===== src/rtl/core/three_axis_moving_average_core_assert.svh =====
// ----------------------------------------------------------------------------
// Assertion macros for the three-axis moving-average core
// Shared property wrappers with a common clock, reset and report.
// ----------------------------------------------------------------------------
`ifndef THREE_AXIS_MOVING_AVERAGE_CORE_ASSERT_SVH
`define THREE_AXIS_MOVING_AVERAGE_CORE_ASSERT_SVH

// Same-cycle implication, checked outside reset.
`define TAMA_ASSERT_SAME(label, clk, rst, ante, cons) \
   label: assert property (@(posedge clk) disable iff (rst) (ante) |-> (cons)) \
      else $error("moving average core: same-cycle check failed");

// Next-cycle implication, checked outside reset.
`define TAMA_ASSERT_NEXT(label, clk, rst, ante, cons) \
   label: assert property (@(posedge clk) disable iff (rst) (ante) |=> (cons)) \
      else $error("moving average core: next-cycle check failed");

`endif


===== src/rtl/core/tama_pkg.sv =====
`timescale 1ns / 1ps
// ----------------------------------------------------------------------------
// tama_pkg
// Shared types and constants of the three-axis moving-average core.
// ----------------------------------------------------------------------------
package tama_pkg;

   localparam int unsigned DATA_W         = 16;
   localparam int unsigned AXES           = 3;
   localparam int unsigned DEFAULT_WINDOW = 8;

   // One sample or one mean: a value per axis.
   typedef struct packed {
      logic [DATA_W-1:0] x;
      logic [DATA_W-1:0] y;
      logic [DATA_W-1:0] z;
   } axes_type;

   // Pipeline control from the top level to the history and accumulator.
   typedef struct packed {
      logic accept;   // input transfer this cycle
      logic update;   // first stage moves into the accumulator
   } ctrl_type;

endpackage


===== src/rtl/core/tama_req_if.sv =====
`timescale 1ns / 1ps
// ----------------------------------------------------------------------------
// tama_req_if
// Sample channel: valid/ready handshake carrying one three-axis sample.
// ----------------------------------------------------------------------------
interface tama_req_if
   import tama_pkg::*;
   ();
   logic              valid;
   logic              ready;
   logic [DATA_W-1:0] sample_x;
   logic [DATA_W-1:0] sample_y;
   logic [DATA_W-1:0] sample_z;

   modport source (output valid, output sample_x, output sample_y, output sample_z,
                   input ready);
   modport sink   (input valid, input sample_x, input sample_y, input sample_z,
                   output ready);
endinterface


===== src/rtl/core/tama_rsp_if.sv =====
`timescale 1ns / 1ps
// ----------------------------------------------------------------------------
// tama_rsp_if
// Result channel: valid/ready handshake carrying one three-axis mean.
// ----------------------------------------------------------------------------
interface tama_rsp_if
   import tama_pkg::*;
   ();
   logic              valid;
   logic              ready;
   logic [DATA_W-1:0] mean_x;
   logic [DATA_W-1:0] mean_y;
   logic [DATA_W-1:0] mean_z;

   modport source (output valid, output mean_x, output mean_y, output mean_z,
                   input ready);
   modport sink   (input valid, input mean_x, input mean_y, input mean_z,
                   output ready);
endinterface


===== src/rtl/core/tama_ram.sv =====
`timescale 1ns / 1ps
// ----------------------------------------------------------------------------
// tama_ram
// Generic single-write, single-read RAM with a registered read port.
// ----------------------------------------------------------------------------
module tama_ram #(
   parameter int unsigned WIDTH = 48,
   parameter int unsigned DEPTH = 8
) (
   input  logic                     clock,
   input  logic                     wr_en,
   input  logic [$clog2(DEPTH)-1:0] wr_addr,
   input  logic [WIDTH-1:0]         wr_data,
   input  logic                     rd_en,
   input  logic [$clog2(DEPTH)-1:0] rd_addr,
   output logic [WIDTH-1:0]         rd_data
);

   logic [WIDTH-1:0] mem_ff [DEPTH];
   logic [WIDTH-1:0] rd_data_ff;

   // Read-first: a read and write to one address return the old word.
   always_ff @(posedge clock) begin
      if (rd_en) begin
         rd_data_ff <= mem_ff[rd_addr];
      end
      if (wr_en) begin
         mem_ff[wr_addr] <= wr_data;
      end
   end

   assign rd_data = rd_data_ff;

endmodule


===== src/rtl/core/tama_hist.sv =====
`timescale 1ns / 1ps
// ----------------------------------------------------------------------------
// tama_hist
// Sample history as a circular buffer in RAM; returns the sample leaving
// the window in the cycle after the transfer that replaces it.
// ----------------------------------------------------------------------------
module tama_hist
   import tama_pkg::*;
#(
   parameter int unsigned WINDOW = DEFAULT_WINDOW
) (
   input  logic     clock,
   input  logic     reset,
   input  ctrl_type ctrl,
   input  axes_type fresh,
   output axes_type oldest
);

   localparam int unsigned PTR_W = $clog2(WINDOW);
   localparam int unsigned WORD_W = AXES * DATA_W;

   logic [PTR_W-1:0]  ptr_ff, ptr_in;
   logic              wrapped_ff, wrapped_in;
   logic              empty_ff, empty_in;
   logic [WORD_W-1:0] rd_word;

   // Read the outgoing entry and overwrite it with the new sample.
   tama_ram #(
      .WIDTH (WORD_W),
      .DEPTH (WINDOW)
   ) u_ram (
      .clock   (clock),
      .wr_en   (ctrl.accept),
      .wr_addr (ptr_ff),
      .wr_data (fresh),
      .rd_en   (ctrl.accept),
      .rd_addr (ptr_ff),
      .rd_data (rd_word)
   );

   always_comb begin
      ptr_in     = ptr_ff;
      wrapped_in = wrapped_ff;
      empty_in   = empty_ff;
      if (ctrl.accept) begin
         // Entries not yet written on the first lap read as zero.
         empty_in = !wrapped_ff;
         if (ptr_ff == PTR_W'(WINDOW - 1)) begin
            ptr_in     = '0;
            wrapped_in = 1'b1;
         end else begin
            ptr_in = ptr_ff + PTR_W'(1);
         end
      end
   end

   always_ff @(posedge clock) begin
      if (reset) begin
         ptr_ff     <= '0;
         wrapped_ff <= 1'b0;
         empty_ff   <= 1'b1;
      end else begin
         ptr_ff     <= ptr_in;
         wrapped_ff <= wrapped_in;
         empty_ff   <= empty_in;
      end
   end

   assign oldest = empty_ff ? '0 : axes_type'(rd_word);

endmodule


===== src/rtl/core/tama_accum.sv =====
`timescale 1ns / 1ps
// ----------------------------------------------------------------------------
// tama_accum
// Running window sums per axis and the mean by reciprocal multiplication.
// ----------------------------------------------------------------------------
module tama_accum
   import tama_pkg::*;
#(
   parameter int unsigned WINDOW = DEFAULT_WINDOW
) (
   input  logic                                 clock,
   input  logic                                 reset,
   input  ctrl_type                             ctrl,
   input  axes_type                             fresh,
   input  axes_type                             oldest,
   output logic [AXES-1:0][DATA_W+$clog2(WINDOW)-1:0] sum,
   output axes_type                             mean
);

   localparam int unsigned LOG_W   = $clog2(WINDOW);
   localparam int unsigned SUM_W   = DATA_W + LOG_W;
   localparam int unsigned SHIFT   = SUM_W + LOG_W;
   localparam int unsigned RECIP_W = SUM_W + 1;
   localparam int unsigned PROD_W  = SUM_W + RECIP_W;
   // ceil(2^SHIFT / WINDOW): exact floor division for any SUM_W-bit sum.
   localparam longint unsigned RECIP = ((64'd1 << SHIFT) + WINDOW - 1) / WINDOW;

   logic [AXES-1:0][SUM_W-1:0]  sum_ff, sum_in;
   logic [AXES-1:0][DATA_W-1:0] add_v, sub_v, quot;
   logic [AXES-1:0][PROD_W-1:0] prod;
   logic [RECIP_W-1:0]          recip_c;

   assign add_v   = {fresh.x, fresh.y, fresh.z};
   assign sub_v   = {oldest.x, oldest.y, oldest.z};
   assign recip_c = RECIP_W'(RECIP);

   always_comb begin
      for (int a = 0; a < AXES; a++) begin
         sum_in[a] = sum_ff[a];
         if (ctrl.update) begin
            sum_in[a] = sum_ff[a] + SUM_W'(add_v[a]) - SUM_W'(sub_v[a]);
         end
         prod[a] = {{RECIP_W{1'b0}}, sum_ff[a]} * {{SUM_W{1'b0}}, recip_c};
         quot[a] = prod[a][SHIFT +: DATA_W];
      end
   end

   always_ff @(posedge clock) begin
      if (reset) begin
         sum_ff <= '0;
      end else begin
         sum_ff <= sum_in;
      end
   end

   assign sum  = sum_ff;
   assign mean = '{x: quot[2], y: quot[1], z: quot[0]};

endmodule


===== src/rtl/core/three_axis_moving_average_core.sv =====
`timescale 1ns / 1ps
// ----------------------------------------------------------------------------
// three_axis_moving_average_core
// Boxcar moving average over the last WINDOW samples of three axes.
// ----------------------------------------------------------------------------
// One result per sample: for each axis the sum of the last WINDOW samples,
// divided by WINDOW and truncated; the windows start as zeros, so early
// results average against zeros. The core takes one sample every cycle
// while no stage is stalled by the result port, and passes it through
// registers in order: the history RAM registers the sample leaving the
// window at the transfer edge itself, the running sums update, and the
// reciprocal multiply then loads the output register, which holds the mean
// on the result port until the receiver is ready. The history lives in a
// WINDOW-entry RAM used as a circular buffer; no clearing pass is needed
// after reset, because a first-lap flag makes entries not yet written read
// as zero. The sums carry 16 + ceil(log2(WINDOW)) bits and never wrap.
// ----------------------------------------------------------------------------
`include "three_axis_moving_average_core_assert.svh"

module three_axis_moving_average_core
   import tama_pkg::*;
#(
   parameter int unsigned WINDOW = DEFAULT_WINDOW
) (
   input  logic       clock,
   input  logic       reset,
   tama_req_if.sink   req_port,
   tama_rsp_if.source rsp_port
);

   localparam int unsigned SUM_W = DATA_W + $clog2(WINDOW);

   // Stage flags: s1 = RAM read in flight, s2 = sum updated, out = result held.
   logic     s1_valid_ff, s1_valid_in;
   logic     s2_valid_ff, s2_valid_in;
   logic     out_valid_ff, out_valid_in;
   axes_type s1_fresh_ff;
   axes_type mean_ff;

   logic     adv_out, adv_s2, adv_s1;
   logic     accept;
   ctrl_type ctrl;
   axes_type fresh, oldest, mean;
   logic [AXES-1:0][SUM_W-1:0] sum;

   // Each stage advances when the one after it is empty or moving on,
   // so bubbles collapse and the input keeps taking transfers while the stages can move.
   assign adv_out = !out_valid_ff || rsp_port.ready;
   assign adv_s2  = !s2_valid_ff || adv_out;
   assign adv_s1  = !s1_valid_ff || adv_s2;

   assign req_port.ready = adv_s1;
   assign accept         = req_port.valid && adv_s1;

   assign fresh = '{x: req_port.sample_x, y: req_port.sample_y, z: req_port.sample_z};

   assign ctrl = '{accept: accept, update: s1_valid_ff && adv_s2};

   // History RAM: read outgoing sample, write the new one.
   tama_hist #(
      .WINDOW (WINDOW)
   ) u_hist (
      .clock  (clock),
      .reset  (reset),
      .ctrl   (ctrl),
      .fresh  (fresh),
      .oldest (oldest)
   );

   // Running sums and mean.
   tama_accum #(
      .WINDOW (WINDOW)
   ) u_accum (
      .clock  (clock),
      .reset  (reset),
      .ctrl   (ctrl),
      .fresh  (s1_fresh_ff),
      .oldest (oldest),
      .sum    (sum),
      .mean   (mean)
   );

   always_comb begin
      s1_valid_in  = s1_valid_ff;
      s2_valid_in  = s2_valid_ff;
      out_valid_in = out_valid_ff;
      if (adv_s1) begin
         s1_valid_in = accept;
      end
      if (adv_s2) begin
         s2_valid_in = s1_valid_ff;
      end
      if (adv_out) begin
         out_valid_in = s2_valid_ff;
      end
   end

   always_ff @(posedge clock) begin
      if (reset) begin
         s1_valid_ff  <= 1'b0;
         s2_valid_ff  <= 1'b0;
         out_valid_ff <= 1'b0;
      end else begin
         s1_valid_ff  <= s1_valid_in;
         s2_valid_ff  <= s2_valid_in;
         out_valid_ff <= out_valid_in;
      end
   end

   // Payload: hold the sample beside its RAM read; load the mean on advance.
   always_ff @(posedge clock) begin
      if (accept) begin
         s1_fresh_ff <= fresh;
      end
      if (adv_out && s2_valid_ff) begin
         mean_ff <= mean;
      end
   end

   assign rsp_port.valid  = out_valid_ff;
   assign rsp_port.mean_x = mean_ff.x;
   assign rsp_port.mean_y = mean_ff.y;
   assign rsp_port.mean_z = mean_ff.z;

   // An accepted sample occupies the first stage on the next cycle.
   `TAMA_ASSERT_NEXT(a_accept_fills_s1, clock, reset, accept, s1_valid_ff)
   // A stalled first stage keeps its item.
   `TAMA_ASSERT_NEXT(a_s1_holds, clock, reset, s1_valid_ff && !adv_s2, s1_valid_ff)
   // The running sums do not move while the sum stage is blocked.
   `TAMA_ASSERT_NEXT(a_sum_holds, clock, reset, !adv_s2, $stable(sum))

endmodule

===== src/flat_wrapper.sv =====
// flat-port wrapper written by rule: the top's interface ports become plain ports
module three_axis_moving_average_core_flat import tama_pkg::*;
#(
   parameter int unsigned WINDOW = DEFAULT_WINDOW
)
  (clock, reset, req_port_valid, req_port_sample_x, req_port_sample_y, req_port_sample_z, req_port_ready, rsp_port_valid, rsp_port_mean_x, rsp_port_mean_y, rsp_port_mean_z, rsp_port_ready);
  tama_req_if req_port_i ();
  tama_rsp_if rsp_port_i ();
  input  logic clock;
  input  logic reset;
  input wire logic [$bits(req_port_i.valid)-1:0] req_port_valid;
  input wire logic [$bits(req_port_i.sample_x)-1:0] req_port_sample_x;
  input wire logic [$bits(req_port_i.sample_y)-1:0] req_port_sample_y;
  input wire logic [$bits(req_port_i.sample_z)-1:0] req_port_sample_z;
  output wire logic [$bits(req_port_i.ready)-1:0] req_port_ready;
  output wire logic [$bits(rsp_port_i.valid)-1:0] rsp_port_valid;
  output wire logic [$bits(rsp_port_i.mean_x)-1:0] rsp_port_mean_x;
  output wire logic [$bits(rsp_port_i.mean_y)-1:0] rsp_port_mean_y;
  output wire logic [$bits(rsp_port_i.mean_z)-1:0] rsp_port_mean_z;
  input wire logic [$bits(rsp_port_i.ready)-1:0] rsp_port_ready;
  assign req_port_i.valid = req_port_valid;
  assign req_port_i.sample_x = req_port_sample_x;
  assign req_port_i.sample_y = req_port_sample_y;
  assign req_port_i.sample_z = req_port_sample_z;
  assign req_port_ready = req_port_i.ready;
  assign rsp_port_valid = rsp_port_i.valid;
  assign rsp_port_mean_x = rsp_port_i.mean_x;
  assign rsp_port_mean_y = rsp_port_i.mean_y;
  assign rsp_port_mean_z = rsp_port_i.mean_z;
  assign rsp_port_i.ready = rsp_port_ready;
  three_axis_moving_average_core #(.WINDOW(WINDOW)) u_core (.clock(clock), .reset(reset), .req_port(req_port_i), .rsp_port(rsp_port_i));
endmodule

===== config.mk =====
export PLATFORM = sky130hd
export DESIGN_NAME = three_axis_moving_average_core_flat
export DESIGN_NICKNAME = d
export VERILOG_FILES = /design/src/rtl/core/tama_pkg.sv /design/src/rtl/core/tama_req_if.sv /design/src/rtl/core/tama_rsp_if.sv /design/src/rtl/core/tama_ram.sv /design/src/rtl/core/tama_hist.sv /design/src/rtl/core/tama_accum.sv /design/src/rtl/core/three_axis_moving_average_core.sv /design/src/flat_wrapper.sv
export VERILOG_INCLUDE_DIRS = /design/src /design/src/rtl/core
export SDC_FILE = /design/constraint.sdc
export NUM_CORES = 1
export LEC_CHECK = 0
export ABC_AREA = 1
export ABC_CLOCK_PERIOD_IN_PS = 15400
export BUFFER_PORTS_ARGS = -buffer_cell sky130_fd_sc_hd__buf_4
export CAP_MARGIN = 5
export CORE_MARGIN = 2
export CORE_UTILIZATION = 50
export CTS_CLUSTER_SIZE = 16
export DETAILED_ROUTE_END_ITERATION = 8
export PLACE_DENSITY = 0.74
export RECOVER_POWER = 50
export SYNTH_ARGS = -nofsm -noshare
export SYNTH_HDL_FRONTEND = slang
export SYNTH_SLANG_ARGS = --single-unit

===== constraint.sdc =====
create_clock -name clock -period 15.4 [get_ports clock]
set_input_delay 2.31 -clock clock [delete_from_list [all_inputs] [get_ports clock]]
set_output_delay 2.31 -clock clock [all_outputs]
set_load 0.01 [all_outputs]

==> run metrics, run 1 <==
Hold Vio Cnt, Final 0; Horiz. Die Dim 230 microns; adder-cell share of the synthesized area 0.0664; Avg Vias per Cell between 5 and 6; Final Power ~3.7 mW; Iter 0 DRT Violations 1,525; simple-gate portion of the synthesized area 0.111; status finished, violations left; minimum clock period 5.53 ns; largest net degree at the start of global routing 97; Hold Path Class flip-flop to flip-flop; post-synthesis cell type count 30; reg2reg setup slack 11.52 ns; top cell type's share of synthesized area 0.620; RSZ-0062 raised after global routing false; nets@finish about 2,500; pre-CTS setup slack between 9 and 10 ns; post_cts resized 0; clk root buf clkbuf_16; Post-CTS Setup Bufs 0; Setup TNS 0 ns; WS Path Type primary input to output pin; proportion of synthesized area in mux cells 0; I/O pins 102; CTS tree done; post-synth top area cell edfxtp_1; DRT Pass-1 Iters 5; P&R area growth vs syn 11.7%; final setup violation count 0; Synth Area in XOR/XNOR 0.00821; Detail Route Antenna Nets 0; crit start category primary input; DPL Wire Length 35.7 mm; Num CTS Buffers 55; Total GRT Usage 0.215; die extent in y 230 microns; number of synthesized flops with an enable pin ~530; fmax approximately 180 MHz; I/O Buffers 101; total core area ~0.05 sq mm; Least-Margin Pin Slew 2.69 ns; clk_skew 0.0165 ns; layout cell share with drive strength beyond 1 0.0677; top_reg_cell synth edfxtp_1; # clock sinks 593; WL final 56.6 mm; failing checks capacitance limit, slew limit; RR Endpoint u_core.u_hist.u_ram.rd_data[22]$_DFFE_PP_; Worst R2R Path Depth 5; DR DRC count 0; setup ws final approximately 10 ns; Bufs on Longest Clock Path 3; ys async rst share 0; GPL Wtd Cong 0.886; synth top area cells edfxtp_1 62%, inv_1 5.9%, nand2_1 5.9%; critical path arrival 3.22 ns; register bit total from synthesis approximately 590; crit path capture req_port_ready; max-cap check violation count 5; H-tree depth 2; critical path peak fanout 3; via count 15,913; post-synthesis sequential area ratio 0.670; initial antenna violation count 5; die area between 0.05 and 0.06 sq mm; PD cells around 130 mW/mm^2; WL per Instance about 19 microns; Syn Nets 2,338; Compound-Gate Fraction of Synth Area 0.0724; Leak 11.4 nW; Hold Buf Count CTS 0; critical path startpoint rsp_port_ready; Worst R2R Start u_core.u_hist.ptr_ff[0]$_SDFFE_PP0P_; slew margin rel. -0.795; largest family of logic cells by synthesized area simple AND/OR/NAND/NOR gates; Clock Latency Late Sink 0.61 ns; synth warn 0; vias in the first global route 15,708; critical path endpoint category output pin; GR Overflow Total 0; WP data required 13.09 ns; Starting Density 0.508; synthesized area roughly 0.026 sq mm; fin crit share 0.359; clock transition at the registers of the reported paths ~0.060 ns; Cell Rows 82; first-pass GRT wire length 88.0 mm; Avg Cell Area, Syn 11.7 sq um; Final Max Tran Viols 204; Synth Instances 2,179; Max VDD drop around 0.076 mV
## layer usage
layer | vias to the layer above | GRT usage | wire, microns
met5 | - | 0 | 27
met4 | 4 | 0.0530 | 1010
met3 | 76 | 0.0422 | 4770
met2 | 646 | 0.338 | 25900
met1 | 7584 | 0.311 | 24900
li1 | 7603 | - | -
## final cells by class
cell class | count | area (sq um)
antenna | 2 | 5.00
inverter | 409 | 1540
tap | 672 | 841
clock buffer | 66 | 1430
sequential | 593 | 17200
multi-input combinational | 1116 | 6680
timing repair buffer | 118 | 691
fill | 4005 | 21800
clock inverter | 31 | 234
## state kept, by name, summed over array words and instances, names as in the netlist, 3 cells and up
register                     count
u_core.u_hist.u_ram.mem_ff     384
u_core.u_accum.sum              57
u_core.s1_fresh_ff              48
u_core.u_hist.u_ram.rd_data     48
u_core.rsp_port.mean_x          16
u_core.rsp_port.mean_y          16
u_core.rsp_port.mean_z          16
u_core.u_hist.ptr_ff             3
## synthesized netlist by cell type, drive strengths merged (7+ instances only)
library cell  count
edfxtp          528
inv             409
nand2           405
nor2            128
a21oi           117
nand3           100
dfxtp            65
a22oi            63
o21ai            60
ha               59
fa               48
buf              38
a221oi           33
nand4            33
clkbuf           23
xor2             15
a22o             13
and3              9
xnor2             9
nor3              7
## worst min path at each step
stage / from / to / cells after the start
2_1_floorplan: u_core.u_accum.sum[41]$_SDFFE_PP0P_ / u_core.rsp_port.mean_x[0]$_DFFE_PP_ / 0
3_3_place_gp: u_core.u_accum.sum[29]$_SDFFE_PP0P_ / u_core.rsp_port.mean_y[7]$_DFFE_PP_ / 0
3_5_place_dp: u_core.u_accum.sum[24]$_SDFFE_PP0P_ / u_core.rsp_port.mean_y[2]$_DFFE_PP_ / 0
4_1_cts: u_core.u_accum.sum[28]$_SDFFE_PP0P_ / u_core.rsp_port.mean_y[6]$_DFFE_PP_ / 0
5_1_grt: u_core.u_accum.sum[12]$_SDFFE_PP0P_ / u_core.rsp_port.mean_z[9]$_DFFE_PP_ / 0
6_report: u_core.u_accum.sum[23]$_SDFFE_PP0P_ / u_core.rsp_port.mean_y[1]$_DFFE_PP_ / 0
## logic make-up (layout without fill, tap and decap cells)
family,after synthesis,after routing
AND/OR/NAND/NOR,688,688
AO/OA/AOI/OAI,297,297
buffers and inverters,470,624
other,0,2
flip-flops,593,593
XOR/XNOR,24,24
adder cells (fa/ha/maj),107,107
## critical path, stage by stage
cell	delay, ns
clkbuf_4	0.11
inv_1	0.10
nand2_1	0.08
nor2_1	0.24
nand2_1	0.20
buf_4	0.19
## cell usage in the layout, fill, tap and decap left out, types with 2 or more instances in the layout
master      netlist  routed
a211oi_1          2       2
a21oi_1         117     116
a221oi_1         33      33
a22o_1           13      13
a22oi_1          63      63
and2_1            6       6
and3_1            9       9
buf_4             1      65
bufinv_16         0       2
clkbuf_1         23      62
clkbuf_16         0      55
clkinv_1          0      13
clkinv_2          0       6
clkinv_8          0       2
clkinvlp_4        0       6
dfxtp_1          65      64
diode_2           0       2
edfxtp_1        528     528
fa_1             48      48
ha_1             59      59
inv_1           404     404
inv_2             5       4
nand2_1         404     403
nand2_2           1       2
nand3_1         100     100
nand4_1          33      33
nor2_1          128     120
nor2_4            0       8
nor3_1            7       6
o2111a_1          2       2
o211ai_1          6       6
o21ai_0          60      60
xnor2_1           9       9
xor2_1           15      15
## metrics by stage
step	cells	util	hold slack (ns)	cell area [sq um]
floorplan	2179	-	0.408	25600
global placement	2908	0.538	0.416	27100
detailed placement	2908	0.538	0.415	27100
CTS	3005	0.571	0.429	28800
global route	3006	0.567	0.440	28600
finish	3007	0.567	0.431	28600
## power by group
part	leakage, nW	internal, mW	total [mW]	switching, mW
Clock	0.792	0.693	1.27	0.574
Sequential	5.43	1.84	1.86	0.0274
Combinational	5.22	0.197	0.594	0.397
(Power assumes the default switching activity.)
==> run 2: changes to the inputs <==
- ABC_CLOCK_PERIOD_IN_PS: 15400 -> 5800
- clock period: 15.4 -> 5.8 ns (I/O delays scaled with it)
==> run 2 against run 1 <==
Critical path type is now primary input to flip-flop. Register-to-register slack got worse by 9.7 ns. The run still ends with capacitance limit, slew limit left. Clock power rose to 2.9 times the previous value. Worst hold slack worse by 0.0028 ns.
==> run metrics, run 2 (synthesis results as in run 1) <==
status finished, violations left; failing checks capacitance limit, slew limit; most frequent cells in the layout 528 x edfxtp_1, 403 x inv_1, 403 x nand2_1; Largest register FFs 384; Hold Path Class flip-flop to flip-flop; Least-Margin Pin Slew 2.68 ns; I/O pins approximately 100; WL final 57.0 mm; clk_skew 0.0218 ns; Cell Rows slightly above 80; fin crit share 0.688; P&R area growth vs syn 11.8%; DRT Pass-1 Iters 5; H-tree depth 2; layout cell share with drive strength beyond 1 0.0560; PD cells 355 mW/mm^2; Worst R2R Start u_core.s2_valid_ff$_SDFFE_PP0P_; final std cell area, no fill 0.0286 sq mm; minimum clock period 3.99 ns; dpl cell area 0.0271 sq mm; fmax 250 MHz; crit start category primary input; max-cap check violation count 3; # clock sinks 593; Flop pwr share 0.486; total core area 0.0504 sq mm; Cell Int Power 7.48 mW; die area 0.0530 sq mm; Sw Pwr 2.69 mW; critical path peak fanout 33; fin util 0.568; GPL Wtd Cong between 0.8 and 0.9; die extent in y 230 microns; crit path capture u_core.u_hist.u_ram.mem_ff[5][8]$_DFFE_PP_; Leak 11.4 nW; WL per Instance 18.9 microns; Hold Buf Count CTS 0; I/O Buffers 101; most common cell after layout, fill and taps aside edfxtp_1; GR Overflow Total 0; largest reg by FF count u_core.u_hist.u_ram.mem_ff; Ant. Diodes 0; CTS tree done; RR Endpoint u_core.u_hist.u_ram.mem_ff[5][8]$_DFFE_PP_; initial antenna violation count 2; WP data required 6.05 ns; Setup TNS 0 ns; Worst R2R Path Depth 7; power share of the clock group 0.359; RSZ-0062 raised after global routing false; final setup violation count 0; slew margin rel. -0.786; Hold Vio Cnt, Final 0; Comb power frac 0.154; reg2reg setup slack 1.81 ns; Total GRT Usage 0.218; nets@finish 2,453; Post-CTS Setup Bufs 0; DPL Wire Length 36.2 mm; clk root buf clkbuf_16; DR DRC count 0; Iter 0 DRT Violations 1,582; clock transition at the registers of the reported paths 0.06 ns; critical path endpoint category flip-flop; critical path arrival 4.24 ns; first-pass GRT wire length 89.4 mm; Bufs on Longest Clock Path 3; vias in the first global route ~16,000; Horiz. Die Dim 230 microns; Max VDD drop about 0.25 mV; Starting Density 0.508; Clock Latency Late Sink 0.62 ns; Num CTS Buffers 56; Avg Vias per Cell 5.33; post_cts resized 0; WS Path Type primary input to flip-flop; Detail Route Antenna Nets 0; sw frac 0.264; largest net degree at the start of global routing 74; via count about 16,000; Final Max Tran Viols 113; critical path startpoint rsp_port_ready
-- run 2: cell count changes in the layout (fill, tap and decap cells not counted), moves of 2 or more --
| cell | change |
|---|---|
| buf_4 | -33 |
| clkbuf_1 | +33 |
| bufinv_16 | +5 |
| clkinv_2 | +5 |
| clkinvlp_4 | -5 |
| clkinv_1 | +2 |
| clkinv_8 | -2 |
| diode_2 | -2 |
-- run 2: through the flow --
step | power [mW] | setup WS, ns | instances | hold WS [ns]
after global placement | 6.56 | 2.60 | 2908 | 0.415
after floorplan | 6.13 | 0.485 | 2179 | 0.408
final | 10.2 | 1.81 | 3012 | 0.428
after detailed placement | 6.60 | 2.55 | 2908 | 0.415
after global routing | 10.6 | 1.67 | 3012 | 0.434
after CTS | 10.2 | 2.67 | 3012 | 0.429
-- run 2: worst min-delay path by stage --
stage,startpoint,to,slack [ns],cells after the start
floorplan,u_core.u_accum.sum[41]$_SDFFE_PP0P_,u_core.rsp_port.mean_x[0]$_DFFE_PP_,0.41,0
global placement,u_core.u_accum.sum[25]$_SDFFE_PP0P_,u_core.rsp_port.mean_y[3]$_DFFE_PP_,0.42,0
detailed placement,u_core.u_accum.sum[33]$_SDFFE_PP0P_,u_core.rsp_port.mean_y[11]$_DFFE_PP_,0.42,0
CTS,u_core.u_accum.sum[33]$_SDFFE_PP0P_,u_core.rsp_port.mean_y[11]$_DFFE_PP_,0.43,0
global route,u_core.u_accum.sum[14]$_SDFFE_PP0P_,u_core.rsp_port.mean_z[11]$_DFFE_PP_,0.43,0
finish,u_core.u_accum.sum[33]$_SDFFE_PP0P_,u_core.rsp_port.mean_y[11]$_DFFE_PP_,0.43,0
-- run 2: area by class of cell --
type / count / area (sq um)
clock buffers: 66 / 1440
well taps: 672 / 841
fillers: 4069 / 21800
repair buffers: 118 / 567
multi-input cells: 1116 / 6680
clock inverters: 38 / 397
inverters: 409 / 1540
flip-flops and latches: 593 / 17200
-- run 2: power by group through the flow --
stage          sequential [mW]  combinational [mW]  clock, mW
4_1_cts                   4.95                1.58       3.72
5_1_grt                   4.96                1.79       3.88
2_1_floorplan             5.02                1.11          0
6_report                  4.95                1.57       3.65
3_3_place_gp              5.03                1.53          0
3_5_place_dp              5.04                1.57          0
-- run 2: per-layer routing --
layer / up-vias / global-route usage / part of all wire
met5: - / 0 / 0.00039
met4: 4 / 0.0708 / 0.027
li1: 7601 / - / -
met1: 7726 / 0.321 / 0.44
met3: 87 / 0.0301 / 0.083
met2: 649 / 0.337 / 0.45
-- run 2: critical path, cell delays in order --
cell	delay, ns
clkbuf_4	0.10
inv_1	0.06
nand2_1	0.09
nor2_1	0.09
nand2_1	0.12
nand2_1	0.07
clkbuf_1	0.52
nor2_1	1.61
buf_4	0.67
